**config.mk**
```make
export PLATFORM = sky130hd
export DESIGN_NAME = bss_outq_flat
export DESIGN_NICKNAME = d
export VERILOG_FILES = /design/src/rtl/bss_pkg.sv /design/src/rtl/bss_if.sv /design/src/rtl/bss_outq.sv /design/src/flat_wrapper.sv
export SDC_FILE = /design/constraint.sdc
export NUM_CORES = 1
export LEC_CHECK = 0
export BUFFER_PORTS_ARGS = -buffer_cell sky130_fd_sc_hd__buf_4
export CAP_MARGIN = 40
export CORE_ASPECT_RATIO = 1.25
export CORE_MARGIN = 5
export CORE_UTILIZATION = 51
export DETAILED_ROUTE_END_ITERATION = 8
export GPL_ROUTABILITY_DRIVEN = 0
export PLACE_DENSITY = 0.78
export SYNTH_ARGS = -nofsm -noshare
export SYNTH_HDL_FRONTEND = slang
export SYNTH_SLANG_ARGS = --single-unit
```
**constraint.sdc**
```tcl
create_clock -name clk -period 3.45 [get_ports clk]
set_clock_uncertainty 0.15 [all_clocks]
set_input_delay 0.345 -clock clk [delete_from_list [all_inputs] [get_ports clk]]
set_output_delay 0.345 -clock clk [all_outputs]
set_load 0.05 [all_outputs]
```
**src/rtl/bss_pkg.sv**
```systemverilog
// Shared constants, operation codes and result type of the sparse set.
`timescale 1ns / 1ps
`default_nettype none

package bss_pkg;

    localparam int UNIVERSE = 1024;
    localparam int ELEM_W   = $clog2(UNIVERSE);
    localparam int CNT_W    = $clog2(UNIVERSE + 1);
    localparam int KIND_W   = 4;

    localparam logic [CNT_W-1:0]  NEVER_ADDED = CNT_W'(UNIVERSE);
    localparam logic [ELEM_W-1:0] LAST_IDX    = ELEM_W'(UNIVERSE - 1);

    localparam logic STATUS_OK      = 1'b0;
    localparam logic STATUS_INVALID = 1'b1;

    typedef enum logic [KIND_W-1:0] {
        K_ADD      = 4'd0,
        K_REMOVE   = 4'd1,
        K_CONTAIN  = 4'd2,
        K_RESTORE  = 4'd3,
        K_CLEAR    = 4'd4,
        K_FILL     = 4'd5,
        K_POP_BACK = 4'd6,
        K_POP_HEAD = 4'd7,
        K_NEXT     = 4'd8,
        K_PREV     = 4'd9,
        K_READ_AT  = 4'd10,
        K_MOVE_UP  = 4'd11
    } kind_t;

    typedef struct packed {
        logic              status;
        logic              found;
        logic [ELEM_W-1:0] value;
        logic [CNT_W-1:0]  active_size;
        logic [CNT_W-1:0]  stored_length;
    } res_t;

endpackage

`default_nettype wire

```
**src/rtl/bss_if.sv**
```systemverilog
// Request and response channel interfaces of the sparse set.
`timescale 1ns / 1ps
`default_nettype none


interface bss_out_if;
    logic                              valid;
    logic                              ready;
    logic                              status;
    logic                              found;
    logic [bss_pkg::ELEM_W-1:0]        value;
    logic [bss_pkg::CNT_W-1:0]         active_size;
    logic [bss_pkg::CNT_W-1:0]         stored_length;

    modport source (output valid, output status, output found, output value,
                    output active_size, output stored_length, input ready);
    modport sink   (input valid, input status, input found, input value,
                    input active_size, input stored_length, output ready);
endinterface

`default_nettype wire

```
**src/rtl/bss_outq.sv**
```systemverilog
// Two-entry response buffer: output register plus skid entry.
`timescale 1ns / 1ps
`default_nettype none

module bss_outq (
    input  wire logic          clk,
    input  wire logic          rst_n,
    input  wire logic          push,
    input  wire bss_pkg::res_t din,
    output logic               room,
    bss_out_if.source          rsp
);

    logic          out_v_reg;
    logic          skid_v_reg;
    bss_pkg::res_t out_reg;
    bss_pkg::res_t skid_reg;
    logic          out_free;

    assign out_free = !out_v_reg || rsp.ready;
    assign room     = !skid_v_reg;

    always_ff @(posedge clk or negedge rst_n)
    begin
        if (!rst_n)
        begin
            out_v_reg  <= 1'b0;
            skid_v_reg <= 1'b0;
        end
        else if (out_free)
        begin
            out_v_reg  <= skid_v_reg || push;
            skid_v_reg <= skid_v_reg && push;
        end
        else if (push)
        begin
            skid_v_reg <= 1'b1;
        end
    end

    always_ff @(posedge clk)
    begin
        if (out_free)
        begin
            if (skid_v_reg)
            begin
                out_reg <= skid_reg;
                if (push)
                begin
                    skid_reg <= din;
                end
            end
            else if (push)
            begin
                out_reg <= din;
            end
        end
        else if (push)
        begin
            skid_reg <= din;
        end
    end

    assign rsp.valid         = out_v_reg;
    assign rsp.status        = out_reg.status;
    assign rsp.found         = out_reg.found;
    assign rsp.value         = out_reg.value;
    assign rsp.active_size   = out_reg.active_size;
    assign rsp.stored_length = out_reg.stored_length;

endmodule

`default_nettype wire

```
**src/flat_wrapper.sv**
```systemverilog
// flat-port wrapper written by rule: the top's interface ports become plain ports
module bss_outq_flat 
  (clk, rst_n, push, din, room, rsp_valid, rsp_status, rsp_found, rsp_value, rsp_active_size, rsp_stored_length, rsp_ready);
  bss_out_if rsp_i ();
  input  wire logic clk;
  input  wire logic rst_n;
  input  wire logic push;
  input  wire bss_pkg::res_t din;
  output logic room;
  output wire logic [$bits(rsp_i.valid)-1:0] rsp_valid;
  output wire logic [$bits(rsp_i.status)-1:0] rsp_status;
  output wire logic [$bits(rsp_i.found)-1:0] rsp_found;
  output wire logic [$bits(rsp_i.value)-1:0] rsp_value;
  output wire logic [$bits(rsp_i.active_size)-1:0] rsp_active_size;
  output wire logic [$bits(rsp_i.stored_length)-1:0] rsp_stored_length;
  input wire logic [$bits(rsp_i.ready)-1:0] rsp_ready;
  assign rsp_valid = rsp_i.valid;
  assign rsp_status = rsp_i.status;
  assign rsp_found = rsp_i.found;
  assign rsp_value = rsp_i.value;
  assign rsp_active_size = rsp_i.active_size;
  assign rsp_stored_length = rsp_i.stored_length;
  assign rsp_i.ready = rsp_ready;
  bss_outq u_core (.clk(clk), .rst_n(rst_n), .push(push), .din(din), .room(room), .rsp(rsp_i));
endmodule
```
==> summary.md <==
| Metric | Value |
|---|---|
| Status | `completed` |
| DRT antenna net count | `0` |
| RSZ-0062 raised after global routing | `no` |
| Worst reg-to-reg path cell count | `3` |
| Synth top cells by count | `68 x edfxtp_1, 17 x mux2_2, 17 x mux2_4, 3 x buf_6` |
| Die Y | `90.1 microns` |
| Sequential Power Share | `0.515` |
| CP Launch Type | `register` |
| Starting Density | `0.519` |
| Critical Path Sink Type | `register` |
| Final worst-path cycle share | `0.610` |
| Final Hold Violating Endpoints | `0` |
| Leading post-synthesis cells by cell area | `edfxtp_1 78%, mux2_4 9.7%, mux2_2 7.3%, dfrtp_1 1.9%, buf_6 1.3%` |
| Total CTS buffers | `9` |
| Total number of vias | `1,332` |
| DR pass1 iterations | `4` |
| Reg-to-reg critical path startpoint | `u_core.skid_v_reg` |
| P_int | `1520 uW` |
| CTS tree | `yes` |
| Area share of the largest cell type after synthesis | `0.779` |
| Hold-fix buffers, CTS | `1` |
| Site Rows | `29` |
| Post-synthesis cell type count | `12` |
| Post-DR wirelength/cell | `17.7 microns` |
| I/O pins | `74` |
| Post-Synthesis Net Count | `153` |
| Worst Hold Class | `input port to register` |
| Clock Sinks | `70` |
| Gr ovfl total | `0` |
| Die Area | `6680 sq um` |
| Layout cells sized above 1 | `0.618` |
| N_diodes | `0` |
| Initial antenna violation count | `0` |
| Residual DRC | `0` |
| Sw Pwr | `563 uW` |
| CP max stage cell | `dfrtp_2` |
| Worst-path fanout max | `23` |
| Post-synth EDFFs | `68` |
| Synth area leader | `edfxtp_1` |
| CP startpoint | `u_core.skid_v_reg` |
| Crit-path cells | `nor2_1 -> nor2_4 -> buf_12` |
| WP data arrival | `2.00 ns` |
| Req. time, crit path | `3.34 ns` |
| Main synth FF type | `edfxtp_1` |
| First-pass GRT wire length | `7220 microns` |
| Most used standard cell by instance count after synthesis | `edfxtp_1` |
| P&R area growth vs syn | `31.5%` |
| Combinational power share | `0.201` |
| Die W | `74.1 microns` |
| Asr flop ratio synth | `0.0286` |
| Nets | `238` |
| Synth Area per Inst | `22.8 sq um` |
| Worst-path clk slew | `0.07 ns` |
| DR iter-0 viols | `56` |
| Power, Total | `2080 uW` |
| Setup TNS after final layout | `0 ns` |
| H-tree depth | `3` |
| Cell count after synthesis | `115` |
| Share of total power in the clock network | `0.284` |
| Final hold slack | `0.0416 ns` |
| Via density | `5.01` |
| Max-slew violations | `0` |
| Post-cts resize count | `0` |
| Net Sw Frac | `0.270` |
| Vias in the first global route | `1,451` |
| Warnings, synthesis | `0` |
| Final HPWL DP | `3450 microns` |
| Fin area | `3450 sq um` |
| Post-Syn Area | `2620 sq um` |
| Port Buf Inserts | `73` |
| Total GRT Usage | `0.150` |
| Crit path kind | `register to register` |
| Worst relative slew slack | `0.613` |
| Clock root buffer | `clkbuf_8` |
| Largest register FFs | `34` |
| Max Cap Violations | `0` |
| Fin crit period | `2.11 ns` |
| Post-CTS Setup Bufs | `0` |
| Buffer levels on the longest clock path | `2` |
| Worst-margin pin slew | `0.580 ns` |
| Fmax | `475 MHz` |
| CP max stage delay | `0.74 ns` |
| Largest net degree at the start of global routing | `24` |
| Core region area | `5040 sq um` |
| Hold Crit Start | `din[2]` |
| Final setup fails | `0` |
| Later-pin clock latency in the skew report | `0.33 ns` |
| Power Dens Cells | `604 nW/um^2` |
| Post-synthesis sequential area ratio | `0.798` |
| Maximum vdd drop | `0.369 mV` |
| Worst hold stages | `1` |
| Yosys reg bits | `70` |
| Dpl cell area | `3260 sq um` |
| Final WL | `4720 microns` |
| Pleak | `0.00136 uW` |
| Util after Layout | `0.683` |
==> final timing paths <==
kind	to	slack, ns
hold reg to reg	u_core.rsp.stored_length[2]	0.40
setup reg to reg	u_core.rsp.value[2]	1.34
setup / recovery	u_core.rsp.value[2]	1.34
min in group asynchronous	u_core.skid_v_reg	0.18
hold / removal	u_core.skid_reg[2]	0.04
max in group asynchronous	u_core.skid_v_reg	2.87
==> worst max-delay path: cells and delay by family (launching register included) <==
family                 cells  cell delay, ns
DFF                        1            0.74
buffers and inverters      1            0.23
and+or+nand+nor            2            0.69
==> cells in the final DEF (no fill, tap or decap) <==
master         instances
buf_12                 1
buf_4                 76
bufinv_16              1
clkbuf_8               9
clkinv_1               3
clkinv_2               1
clkinvlp_4             1
dfrtp_1                1
dfrtp_2                1
dlygate4sd3_1          1
edfxtp_1              68
inv_1                  1
maj3_2                 1
mux2_2                17
mux2_4                17
nand2b_1               1
nor2_1                 1
nor2_4                 1
nor2b_1                1
o21a_1                 1
==> power groups by stage <==
stage	sequential [uW]	combinational, uW	clock (uW)
floorplan	1240	134	0
global placement	1090	409	0
detailed placement	1090	422	0
CTS	1070	423	605
global route	1080	436	647
finish	1070	418	592
==> through the flow <==
stage / std cells / setup slack, ns
5_1_grt: 266 / 1.24
3_5_place_dp: 250 / 1.34
4_1_cts: 266 / 1.34
3_3_place_gp: 250 / 1.46
6_report: 266 / 1.34
2_1_floorplan: 115 / 0.639
==> layout make-up <==
class	instances	area, sq um
multi-input combinational	40	493
timing repair buffer	78	601
fill	331	1600
inverter	1	3.75
clock inverter	6	53.8
clock buffer	9	124
tap	62	77.6
sequential	70	2090
==> routing by layer <==
layer	global-route usage	vias up	share of wire
met5	0	-	0
met4	0.0997	0	0.024
met3	0.0435	11	0.080
met2	0.232	55	0.52
met1	0.176	643	0.37
li1	-	623	-
==> logic make-up after synthesis <==
| logic type | count (synthesis) | share of synthesized area |
|---|---|---|
| DFF | 70 | 0.798 |
| muxes | 34 | 0.170 |
| buffers and inverters | 5 | 0.0162 |
| and+or+nand+nor | 4 | 0.00765 |
| AOI/OAI and AO/OA | 1 | 0.00287 |
| adders and majority gates | 1 | 0.00430 |
No activity file was read; power rests on OpenSTA's default activity.
