[config.mk]
export PLATFORM = sky130hd
export DESIGN_NAME = bss_ctrl_flat
export DESIGN_NICKNAME = d
export VERILOG_FILES = /design/src/rtl/bss_pkg.sv /design/src/rtl/bss_if.sv /design/src/rtl/bss_ctrl.sv /design/src/flat_wrapper.sv
export SDC_FILE = /design/constraint.sdc
export NUM_CORES = 1
export LEC_CHECK = 0
export ABC_AREA = 1
export BUFFER_PORTS_ARGS = -buffer_cell sky130_fd_sc_hd__buf_2
export CORE_MARGIN = 2
export CORE_UTILIZATION = 25
export CTS_CLUSTER_SIZE = 12
export DETAILED_ROUTE_END_ITERATION = 16
export GPL_TIMING_DRIVEN = 0
export PLACE_DENSITY_LB_ADDON = 0.25
export SLEW_MARGIN = 20
export SYNTH_ARGS = -nofsm -noshare
export SYNTH_HDL_FRONTEND = slang
export SYNTH_SLANG_ARGS = --single-unit
[constraint.sdc]
create_clock -name clk -period 8.44 [get_ports clk]
set_input_delay 0.422 -clock clk [delete_from_list [all_inputs] [get_ports clk]]
set_output_delay 0.422 -clock clk [all_outputs]
set_load 0.005 [all_outputs]
[src/rtl/bss_pkg.sv]
// Shared constants, operation codes and result type of the sparse set.
`timescale 1ns / 1ps
`default_nettype none

package bss_pkg;

    localparam int UNIVERSE = 1024;
    localparam int ELEM_W   = $clog2(UNIVERSE);
    localparam int CNT_W    = $clog2(UNIVERSE + 1);
    localparam int KIND_W   = 4;

    localparam logic [CNT_W-1:0]  NEVER_ADDED = CNT_W'(UNIVERSE);
    localparam logic [ELEM_W-1:0] LAST_IDX    = ELEM_W'(UNIVERSE - 1);

    localparam logic STATUS_OK      = 1'b0;
    localparam logic STATUS_INVALID = 1'b1;

    typedef enum logic [KIND_W-1:0] {
        K_ADD      = 4'd0,
        K_REMOVE   = 4'd1,
        K_CONTAIN  = 4'd2,
        K_RESTORE  = 4'd3,
        K_CLEAR    = 4'd4,
        K_FILL     = 4'd5,
        K_POP_BACK = 4'd6,
        K_POP_HEAD = 4'd7,
        K_NEXT     = 4'd8,
        K_PREV     = 4'd9,
        K_READ_AT  = 4'd10,
        K_MOVE_UP  = 4'd11
    } kind_t;

    typedef struct packed {
        logic              status;
        logic              found;
        logic [ELEM_W-1:0] value;
        logic [CNT_W-1:0]  active_size;
        logic [CNT_W-1:0]  stored_length;
    } res_t;

endpackage

`default_nettype wire

[src/rtl/bss_if.sv]
// Request and response channel interfaces of the sparse set.
`timescale 1ns / 1ps
`default_nettype none

interface bss_in_if;
    logic                              valid;
    logic                              ready;
    logic [bss_pkg::KIND_W-1:0]        kind;
    logic [bss_pkg::ELEM_W-1:0]        element;
    logic [bss_pkg::CNT_W-1:0]         position;

    modport source (output valid, output kind, output element, output position, input ready);
    modport sink   (input valid, input kind, input element, input position, output ready);
endinterface


`default_nettype wire

[src/rtl/bss_ctrl.sv]
// Sequencer: reads, checks and swaps entries of the slot and list memories.
`timescale 1ns / 1ps
`default_nettype none

module bss_ctrl (
    input  wire logic                          clk,
    input  wire logic                          rst_n,
    bss_in_if.sink                             req,
    input  wire logic                          room,
    output logic                               push,
    output bss_pkg::res_t                      res,
    output logic                               s_we,
    output logic [bss_pkg::ELEM_W-1:0]         s_waddr,
    output logic [bss_pkg::CNT_W-1:0]          s_wdata,
    output logic                               s_re,
    output logic [bss_pkg::ELEM_W-1:0]         s_raddr,
    input  wire logic [bss_pkg::CNT_W-1:0]     s_rdata,
    output logic                               l_we,
    output logic [bss_pkg::ELEM_W-1:0]         l_waddr,
    output logic [bss_pkg::ELEM_W-1:0]         l_wdata,
    output logic                               l_re,
    output logic [bss_pkg::ELEM_W-1:0]         l_raddr,
    input  wire logic [bss_pkg::ELEM_W-1:0]    l_rdata
);

    localparam int EW = bss_pkg::ELEM_W;
    localparam int CW = bss_pkg::CNT_W;

    typedef enum logic [2:0] {
        ST_CLEAR,
        ST_IDLE,
        ST_RD2,
        ST_EXEC,
        ST_WR2
    } state_t;

    state_t                     state_reg;
    state_t                     state_next;
    logic [EW-1:0]              clr_idx_reg;
    logic [CW-1:0]              act_reg;
    logic [CW-1:0]              act_next;
    logic [CW-1:0]              app_reg;
    logic [CW-1:0]              app_next;
    logic [bss_pkg::KIND_W-1:0] kind_reg;
    logic [EW-1:0]              elem_reg;
    logic [CW-1:0]              pos_reg;
    logic [CW-1:0]              slot_reg;
    logic [EW-1:0]              ld1_reg;
    logic [EW-1:0]              w2_addr_reg;
    logic [EW-1:0]              w2_elem_reg;

    logic          acc;
    logic [CW-1:0] act_m1;
    logic [CW-1:0] rd_slot_p1;
    logic [CW-1:0] rd_slot_m1;
    logic [CW-1:0] slot_p1;
    logic          stored;
    logic          member;
    logic          swap_en;
    logic [EW-1:0] sw_x;
    logic [EW-1:0] sw_y;
    logic [EW-1:0] sw_ex;
    logic [EW-1:0] sw_ey;

    assign req.ready = (state_reg == ST_IDLE) && room;
    assign acc       = req.valid && req.ready;
    assign act_m1    = act_reg - CW'(1);
    assign rd_slot_p1 = s_rdata + CW'(1);
    assign rd_slot_m1 = s_rdata - CW'(1);
    assign slot_p1   = slot_reg + CW'(1);
    assign stored    = slot_reg != bss_pkg::NEVER_ADDED;
    assign member    = stored && (slot_reg < act_reg);
    assign push      = (state_reg == ST_EXEC);

    // Decide the operation once slot and list data are in.
    always_comb
    begin
        res.status        = bss_pkg::STATUS_OK;
        res.found         = 1'b0;
        res.value         = '0;
        act_next          = act_reg;
        app_next          = app_reg;
        swap_en           = 1'b0;
        sw_x              = slot_reg[EW-1:0];
        sw_y              = act_reg[EW-1:0];
        sw_ex             = elem_reg;
        sw_ey             = ld1_reg;
        case (kind_reg)
            bss_pkg::K_ADD:
            begin
                if (!member)
                begin
                    swap_en  = 1'b1;
                    act_next = act_reg + CW'(1);
                    if (!stored)
                    begin
                        sw_x     = app_reg[EW-1:0];
                        app_next = app_reg + CW'(1);
                        if (act_reg == app_reg)
                        begin
                            sw_ey = elem_reg;
                        end
                    end
                end
            end
            bss_pkg::K_REMOVE:
            begin
                if (!member)
                begin
                    res.status = bss_pkg::STATUS_INVALID;
                end
                else
                begin
                    swap_en  = 1'b1;
                    act_next = act_m1;
                    sw_y     = act_m1[EW-1:0];
                end
            end
            bss_pkg::K_CONTAIN:
            begin
                res.found = member;
            end
            bss_pkg::K_RESTORE:
            begin
                if (pos_reg > app_reg)
                begin
                    res.status = bss_pkg::STATUS_INVALID;
                end
                else
                begin
                    act_next = pos_reg;
                end
            end
            bss_pkg::K_CLEAR:
            begin
                act_next = '0;
            end
            bss_pkg::K_FILL:
            begin
                act_next = app_reg;
            end
            bss_pkg::K_POP_BACK:
            begin
                if (act_reg == '0)
                begin
                    res.status = bss_pkg::STATUS_INVALID;
                end
                else
                begin
                    act_next  = act_m1;
                    res.value = ld1_reg;
                end
            end
            bss_pkg::K_POP_HEAD:
            begin
                if (act_reg == '0)
                begin
                    res.status = bss_pkg::STATUS_INVALID;
                end
                else
                begin
                    swap_en   = 1'b1;
                    act_next  = act_m1;
                    res.value = ld1_reg;
                    sw_x      = '0;
                    sw_y      = act_m1[EW-1:0];
                    sw_ex     = ld1_reg;
                    sw_ey     = l_rdata;
                end
            end
            bss_pkg::K_NEXT:
            begin
                if (!stored)
                begin
                    res.status = bss_pkg::STATUS_INVALID;
                end
                else
                begin
                    res.value = (slot_p1 < act_reg) ? l_rdata : elem_reg;
                end
            end
            bss_pkg::K_PREV:
            begin
                if (!stored)
                begin
                    res.status = bss_pkg::STATUS_INVALID;
                end
                else
                begin
                    res.value = (slot_reg != '0) ? l_rdata : elem_reg;
                end
            end
            bss_pkg::K_READ_AT:
            begin
                if (pos_reg >= app_reg)
                begin
                    res.status = bss_pkg::STATUS_INVALID;
                end
                else
                begin
                    res.value = ld1_reg;
                end
            end
            bss_pkg::K_MOVE_UP:
            begin
                if (!stored || (pos_reg >= app_reg) || (pos_reg < slot_reg))
                begin
                    res.status = bss_pkg::STATUS_INVALID;
                end
                else
                begin
                    swap_en = 1'b1;
                    sw_y    = pos_reg[EW-1:0];
                end
            end
            default:
            begin
                res.status = bss_pkg::STATUS_INVALID;
            end
        endcase
        res.active_size   = act_next;
        res.stored_length = app_next;
    end

    // Memory port control per state.
    always_comb
    begin
        s_we    = 1'b0;
        s_waddr = '0;
        s_wdata = '0;
        s_re    = 1'b0;
        s_raddr = '0;
        l_we    = 1'b0;
        l_waddr = '0;
        l_wdata = '0;
        l_re    = 1'b0;
        l_raddr = '0;
        state_next = state_reg;
        case (state_reg)
            ST_CLEAR:
            begin
                s_we    = 1'b1;
                s_waddr = clr_idx_reg;
                s_wdata = bss_pkg::NEVER_ADDED;
                if (clr_idx_reg == bss_pkg::LAST_IDX)
                begin
                    state_next = ST_IDLE;
                end
            end
            ST_IDLE:
            begin
                if (acc)
                begin
                    s_re    = 1'b1;
                    s_raddr = req.element;
                    l_re    = 1'b1;
                    case (req.kind)
                        bss_pkg::K_ADD:      l_raddr = act_reg[EW-1:0];
                        bss_pkg::K_REMOVE:   l_raddr = act_m1[EW-1:0];
                        bss_pkg::K_POP_BACK: l_raddr = act_m1[EW-1:0];
                        bss_pkg::K_READ_AT:  l_raddr = req.position[EW-1:0];
                        bss_pkg::K_MOVE_UP:  l_raddr = req.position[EW-1:0];
                        default:             l_raddr = '0;
                    endcase
                    state_next = ST_RD2;
                end
            end
            ST_RD2:
            begin
                l_re = 1'b1;
                case (kind_reg)
                    bss_pkg::K_NEXT:     l_raddr = rd_slot_p1[EW-1:0];
                    bss_pkg::K_PREV:     l_raddr = rd_slot_m1[EW-1:0];
                    bss_pkg::K_POP_HEAD: l_raddr = act_m1[EW-1:0];
                    default:             l_raddr = '0;
                endcase
                state_next = ST_EXEC;
            end
            ST_EXEC:
            begin
                if (swap_en)
                begin
                    l_we       = 1'b1;
                    l_waddr    = sw_x;
                    l_wdata    = sw_ey;
                    s_we       = 1'b1;
                    s_waddr    = sw_ey;
                    s_wdata    = CW'(sw_x);
                    state_next = ST_WR2;
                end
                else
                begin
                    state_next = ST_IDLE;
                end
            end
            ST_WR2:
            begin
                l_we       = 1'b1;
                l_waddr    = w2_addr_reg;
                l_wdata    = w2_elem_reg;
                s_we       = 1'b1;
                s_waddr    = w2_elem_reg;
                s_wdata    = CW'(w2_addr_reg);
                state_next = ST_IDLE;
            end
            default:
            begin
                state_next = ST_IDLE;
            end
        endcase
    end

    always_ff @(posedge clk or negedge rst_n)
    begin
        if (!rst_n)
        begin
            state_reg   <= ST_CLEAR;
            clr_idx_reg <= '0;
            act_reg     <= '0;
            app_reg     <= '0;
        end
        else
        begin
            state_reg <= state_next;
            if (state_reg == ST_CLEAR)
            begin
                clr_idx_reg <= clr_idx_reg + EW'(1);
            end
            if (state_reg == ST_EXEC)
            begin
                act_reg <= act_next;
                app_reg <= app_next;
            end
        end
    end

    always_ff @(posedge clk)
    begin
        if (acc)
        begin
            kind_reg <= req.kind;
            elem_reg <= req.element;
            pos_reg  <= req.position;
        end
        if (state_reg == ST_RD2)
        begin
            slot_reg <= s_rdata;
            ld1_reg  <= l_rdata;
        end
        if (state_reg == ST_EXEC)
        begin
            w2_addr_reg <= sw_y;
            w2_elem_reg <= sw_ex;
        end
    end

    a_act_le_app: assert property (@(posedge clk) disable iff (!rst_n)
        act_reg <= app_reg)
        else $error("active count exceeds stored length");

    a_app_bound: assert property (@(posedge clk) disable iff (!rst_n)
        app_reg <= bss_pkg::NEVER_ADDED)
        else $error("stored length exceeds universe");

    a_seq: assert property (@(posedge clk) disable iff (!rst_n)
        acc |=> (state_reg == ST_RD2) ##1 (state_reg == ST_EXEC))
        else $error("transaction did not advance through read stages");

    a_no_rw_overlap: assert property (@(posedge clk) disable iff (!rst_n)
        (l_we || s_we) |-> !(l_re || s_re))
        else $error("memory read issued during a write cycle");

endmodule

`default_nettype wire

[src/flat_wrapper.sv]
// flat-port wrapper written by rule: the top's interface ports become plain ports
module bss_ctrl_flat 
  (clk, rst_n, room, push, res, s_we, s_waddr, s_wdata, s_re, s_raddr, s_rdata, l_we, l_waddr, l_wdata, l_re, l_raddr, l_rdata, req_valid, req_kind, req_element, req_position, req_ready);
  bss_in_if req_i ();
  input  wire logic clk;
  input  wire logic rst_n;
  input  wire logic room;
  output logic push;
  output bss_pkg::res_t res;
  output logic s_we;
  output logic [bss_pkg::ELEM_W-1:0] s_waddr;
  output logic [bss_pkg::CNT_W-1:0] s_wdata;
  output logic s_re;
  output logic [bss_pkg::ELEM_W-1:0] s_raddr;
  input  wire logic [bss_pkg::CNT_W-1:0] s_rdata;
  output logic l_we;
  output logic [bss_pkg::ELEM_W-1:0] l_waddr;
  output logic [bss_pkg::ELEM_W-1:0] l_wdata;
  output logic l_re;
  output logic [bss_pkg::ELEM_W-1:0] l_raddr;
  input  wire logic [bss_pkg::ELEM_W-1:0] l_rdata;
  input wire logic [$bits(req_i.valid)-1:0] req_valid;
  input wire logic [$bits(req_i.kind)-1:0] req_kind;
  input wire logic [$bits(req_i.element)-1:0] req_element;
  input wire logic [$bits(req_i.position)-1:0] req_position;
  output wire logic [$bits(req_i.ready)-1:0] req_ready;
  assign req_i.valid = req_valid;
  assign req_i.kind = req_kind;
  assign req_i.element = req_element;
  assign req_i.position = req_position;
  assign req_ready = req_i.ready;
  bss_ctrl u_core (.clk(clk), .rst_n(rst_n), .req(req_i), .room(room), .push(push), .res(res), .s_we(s_we), .s_waddr(s_waddr), .s_wdata(s_wdata), .s_re(s_re), .s_raddr(s_raddr), .s_rdata(s_rdata), .l_we(l_we), .l_waddr(l_waddr), .l_wdata(l_wdata), .l_re(l_re), .l_raddr(l_raddr), .l_rdata(l_rdata));
endmodule
==> impl_metrics.csv <==
group,metric,value,unit
die,initial_core_util,25.46,%
synthesis,ys_ff_latch,101,
synthesis,ys_types,53,
detailed_routing,vias_per_cell,4.941,
grt,grt_use_met1,30.15,%
layout,drive_gt1_share,16.21,%
grt,grt_max_degree,36,
detailed_routing,vias,10060,
grt,grt_pass1_wl,60070,um
grt,grtUsageMet2,32.24,%
setup_path,crit_path_max_incr_delay,530,ps
grt,met3_usage,2.561,%
clocking,cts-resized-gates,0,
pwr,p_comb_share,58.2,%
detailed_routing,first_iter_violations,1022,
synthesis,yosys_warnings,0,
clocking,cts_buffer_depth,2,
synthesis,synth_edf_count,66,
detailed_routing,routedWlPerCell,19.83,um
synthesis,netlist_area,9366,sq um
pwr,p_switching,1.402,mW
sta,maxSlewHeadroom,28.10,%
setup_path,critical_path_class,"flip-flop to primary output",
synthesis,synth_nets,1504,
synthesis,synthTopCellsByArea,"edfxtp_1 21%, nand2_1 19%, dfrtp_1 9.4%",
die,die_w,197.6,um
pwr,clkPwrFrac,15.4,%
hold_path,hp-class,"primary input to asynchronous set/reset pin",
sta,post-route-min-period,4727,ps
sta,post-route-period-util,56.00,%
layout,nFillCells,4119,
layout,fin_nets,1668,
synthesis,synthCells,1398,
clocking,tritoncts,"yes",
sta,finalClockSkew,7.156,ps
grt,first_global_vias,9641,
detailed_routing,ant_nets,0,
setup_path,path_cells,"inv_1, nor3_1, nand3_1, nor2_1, nand2_1, nor3_1, xor2_1, ha_1, nand2_1, nor2_1, a211oi_1, nand3_2, buf_2, nor2_1, nor2_1, o21ai_0, nand2_1, buf_2",
pwr,p_seq_share,26.4,%
place,hpwl,32930,um
detailed_routing,wirelength,40350,um
synthesis,async_reset_ff_share,34.65,%
setup_path,worst-path-max-fanout,10,
setup_path,required,8020,ps
pwr,p_int,1.308,mW
synthesis,synth_top_flop_cell,"edfxtp_1",
die,fp.dieArea,39030,sq um
synthesis,synth_top_area_cell,"edfxtp_1",
pwr,p_leak,5.601,nW
setup_path,timing.rr.start,"u_core.app_reg[8]",
clocking,path_clk_slew,80,ps
synthesis,avgSynthCellArea,6.700,sq um
detailed_routing,route.detailed.drc,0,
die,boundaryPins,151,
layout,syn2layout_area_growth,18.17,%
grt,grt-ovfl-total,0,
place,gp_congestion,0.9745,
clocking,insertion_delay,370,ps
setup_path,rr_endpoint,"u_core.w2_addr_reg[3]",
die,rows,70,
sta,hold_viol_final,0,
pwr,power,2.710,mW
pwr,swShare,51.74,%
setup_path,worst_path_most_repeated_cell,"nor2_1",
grt,antenna_found_initial,0,
sta,fin_setup_tns,0,ps
clocking,ctsHoldBuffers,0,
clocking,cts_setup_buffers,0,
die,die_h,197.6,um
setup_path,crit_path_start_kind,"flip-flop",
clocking,htreeDepth,3,
sta,rsz0062_at_grt,"false",
setup_path,crit_slowest_cell,"edfxtp_1",
place,port_buffers,150,
setup_path,reg2reg_setup_slack,5230,ps
flow_run,maxCapViolCount,0,
synthesis,ys_seq_area_share,30.51,%
setup_path,crit_arrival,4300,ps
sta,worst_pin_slew,1070,ps
sta,drv_slew,0,
clocking,root_buffer,"clkbuf_16",
detailed_routing,dr.pass1.iters,6,
sta,max_freq,0.2116,GHz
setup_path,crit_path_end_kind,"primary output",
die,core_area,36790,sq um
clocking,cts_made_buffers,9,
grt,grt_busiest_layer,"met2",
setup_path,rr_worst_depth,14,
run_status,status,"complete, no violations",
synthesis,synth_top_area_share,21.16,%
pwr,powerDensity,244.8,nW/um^2
grt,track_usage,20.82,%
pwr,irDropWorstVdd,0.0001142,V
clocking,clock-sinks,101,
sta,setup_viol,0,
layout,antenna_cells,0,
## worst max-delay path, delay by kind of cell (launching register included)
kind                     cells  cell delay [ps]
AND/OR/NAND/NOR             11             1750
buffers and inverters        3              640
AO/OA/AOI/OAI                2              590
flip-flops                   1              530
adder cells (fa/ha/maj)      1              240
XOR/XNOR                     1              180
## through the flow
step / worst slack, ps / hold WS, ps / util, % / cell area (sq um) / instances
final: 3713 / 164.7 / 30.09 / 11070 / 2035
after global routing: 3342 / 218.5 / 30.09 / 11070 / 2035
after CTS: 3720 / 198.7 / 30.09 / 11070 / 2035
after detailed placement: 4153 / 487.0 / 29.34 / 10790 / 2019
after global placement: 4087 / 483.8 / 29.10 / 10700 / 2016
after floorplan: 5224 / 126.4 / - / 9366 / 1398
## power groups by stage
stage	registers (mW)	clock network [mW]	logic, mW
detailed placement	0.723	0	1.55
CTS	0.714	0.427	1.55
global route	0.725	0.449	1.73
global placement	0.727	0	1.51
floorplan	0.697	0	0.973
finish	0.715	0.419	1.58
## per-layer routing
layer | part of all wire [%] | vias to the layer above
li1 | - | 4925
met1 | 47 | 4714
met2 | 44 | 368
met3 | 6.9 | 48
met4 | 2.6 | 0
met5 | 0 | -
## final cells by class
type	instances	area (sq um)	area share [%]
plain buffers	50	282.8	2.555
clock buffers	10	229.0	2.069
clock inverters	6	47.55	0.4296
inverters	160	603.1	5.449
multi-input cells	1087	5629	50.86
flip-flops and latches	101	2858	25.82
well taps	468	585.6	5.291
repair buffers	153	833.3	7.529
## kinds of logic (layout without fill, tap and decap cells)
family	Yosys count	in the layout	synth area share (%)
AO/OA/AOI/OAI	185	185	11.33
AND/OR/NAND/NOR	801	801	36.90
flip-flops	101	101	30.51
buffers and inverters	210	379	9.418
adder cells (fa/ha/maj)	56	56	7.561
XOR/XNOR	45	45	4.288
## Yosys cell counts (8+ instances only)
master,instances
nand4_1,27
nor3_1,17
clkbuf_1,17
buf_4,8
buf_2,19
edfxtp_1,66
nand3_1,126
ha_1,55
a21oi_1,40
xor2_1,35
o21ai_1,23
inv_2,12
inv_1,145
nand2_1,463
o2111ai_1,9
xnor2_1,9
dfrtp_1,35
nor2_2,8
nor2_1,129
o21ai_0,79
## how the worst max path moves through the flow
stage                                  start      end  cells after the start
after detailed placement  u_core.slot_reg[2]  res[31]                     18
final                     u_core.slot_reg[2]  res[31]                     18
after floorplan           u_core.slot_reg[2]  res[25]                     17
after CTS                 u_core.slot_reg[2]  res[31]                     18
after global placement    u_core.slot_reg[2]  res[31]                     18
after global routing      u_core.slot_reg[2]  res[31]                     18
## placed cells by master, fill, tap and decap left out, types with 12 or more instances in the layout
cell	instances
nor3_1	17
edfxtp_1	66
buf_2	169
ha_1	55
a21oi_1	40
o21ai_0	79
nand4_1	27
dfrtp_1	35
nor2_1	128
nand2_1	463
xor2_1	35
clkbuf_1	15
inv_1	145
inv_2	12
o21ai_1	23
nand3_1	126
No activity file was read; power rests on OpenSTA's default activity.
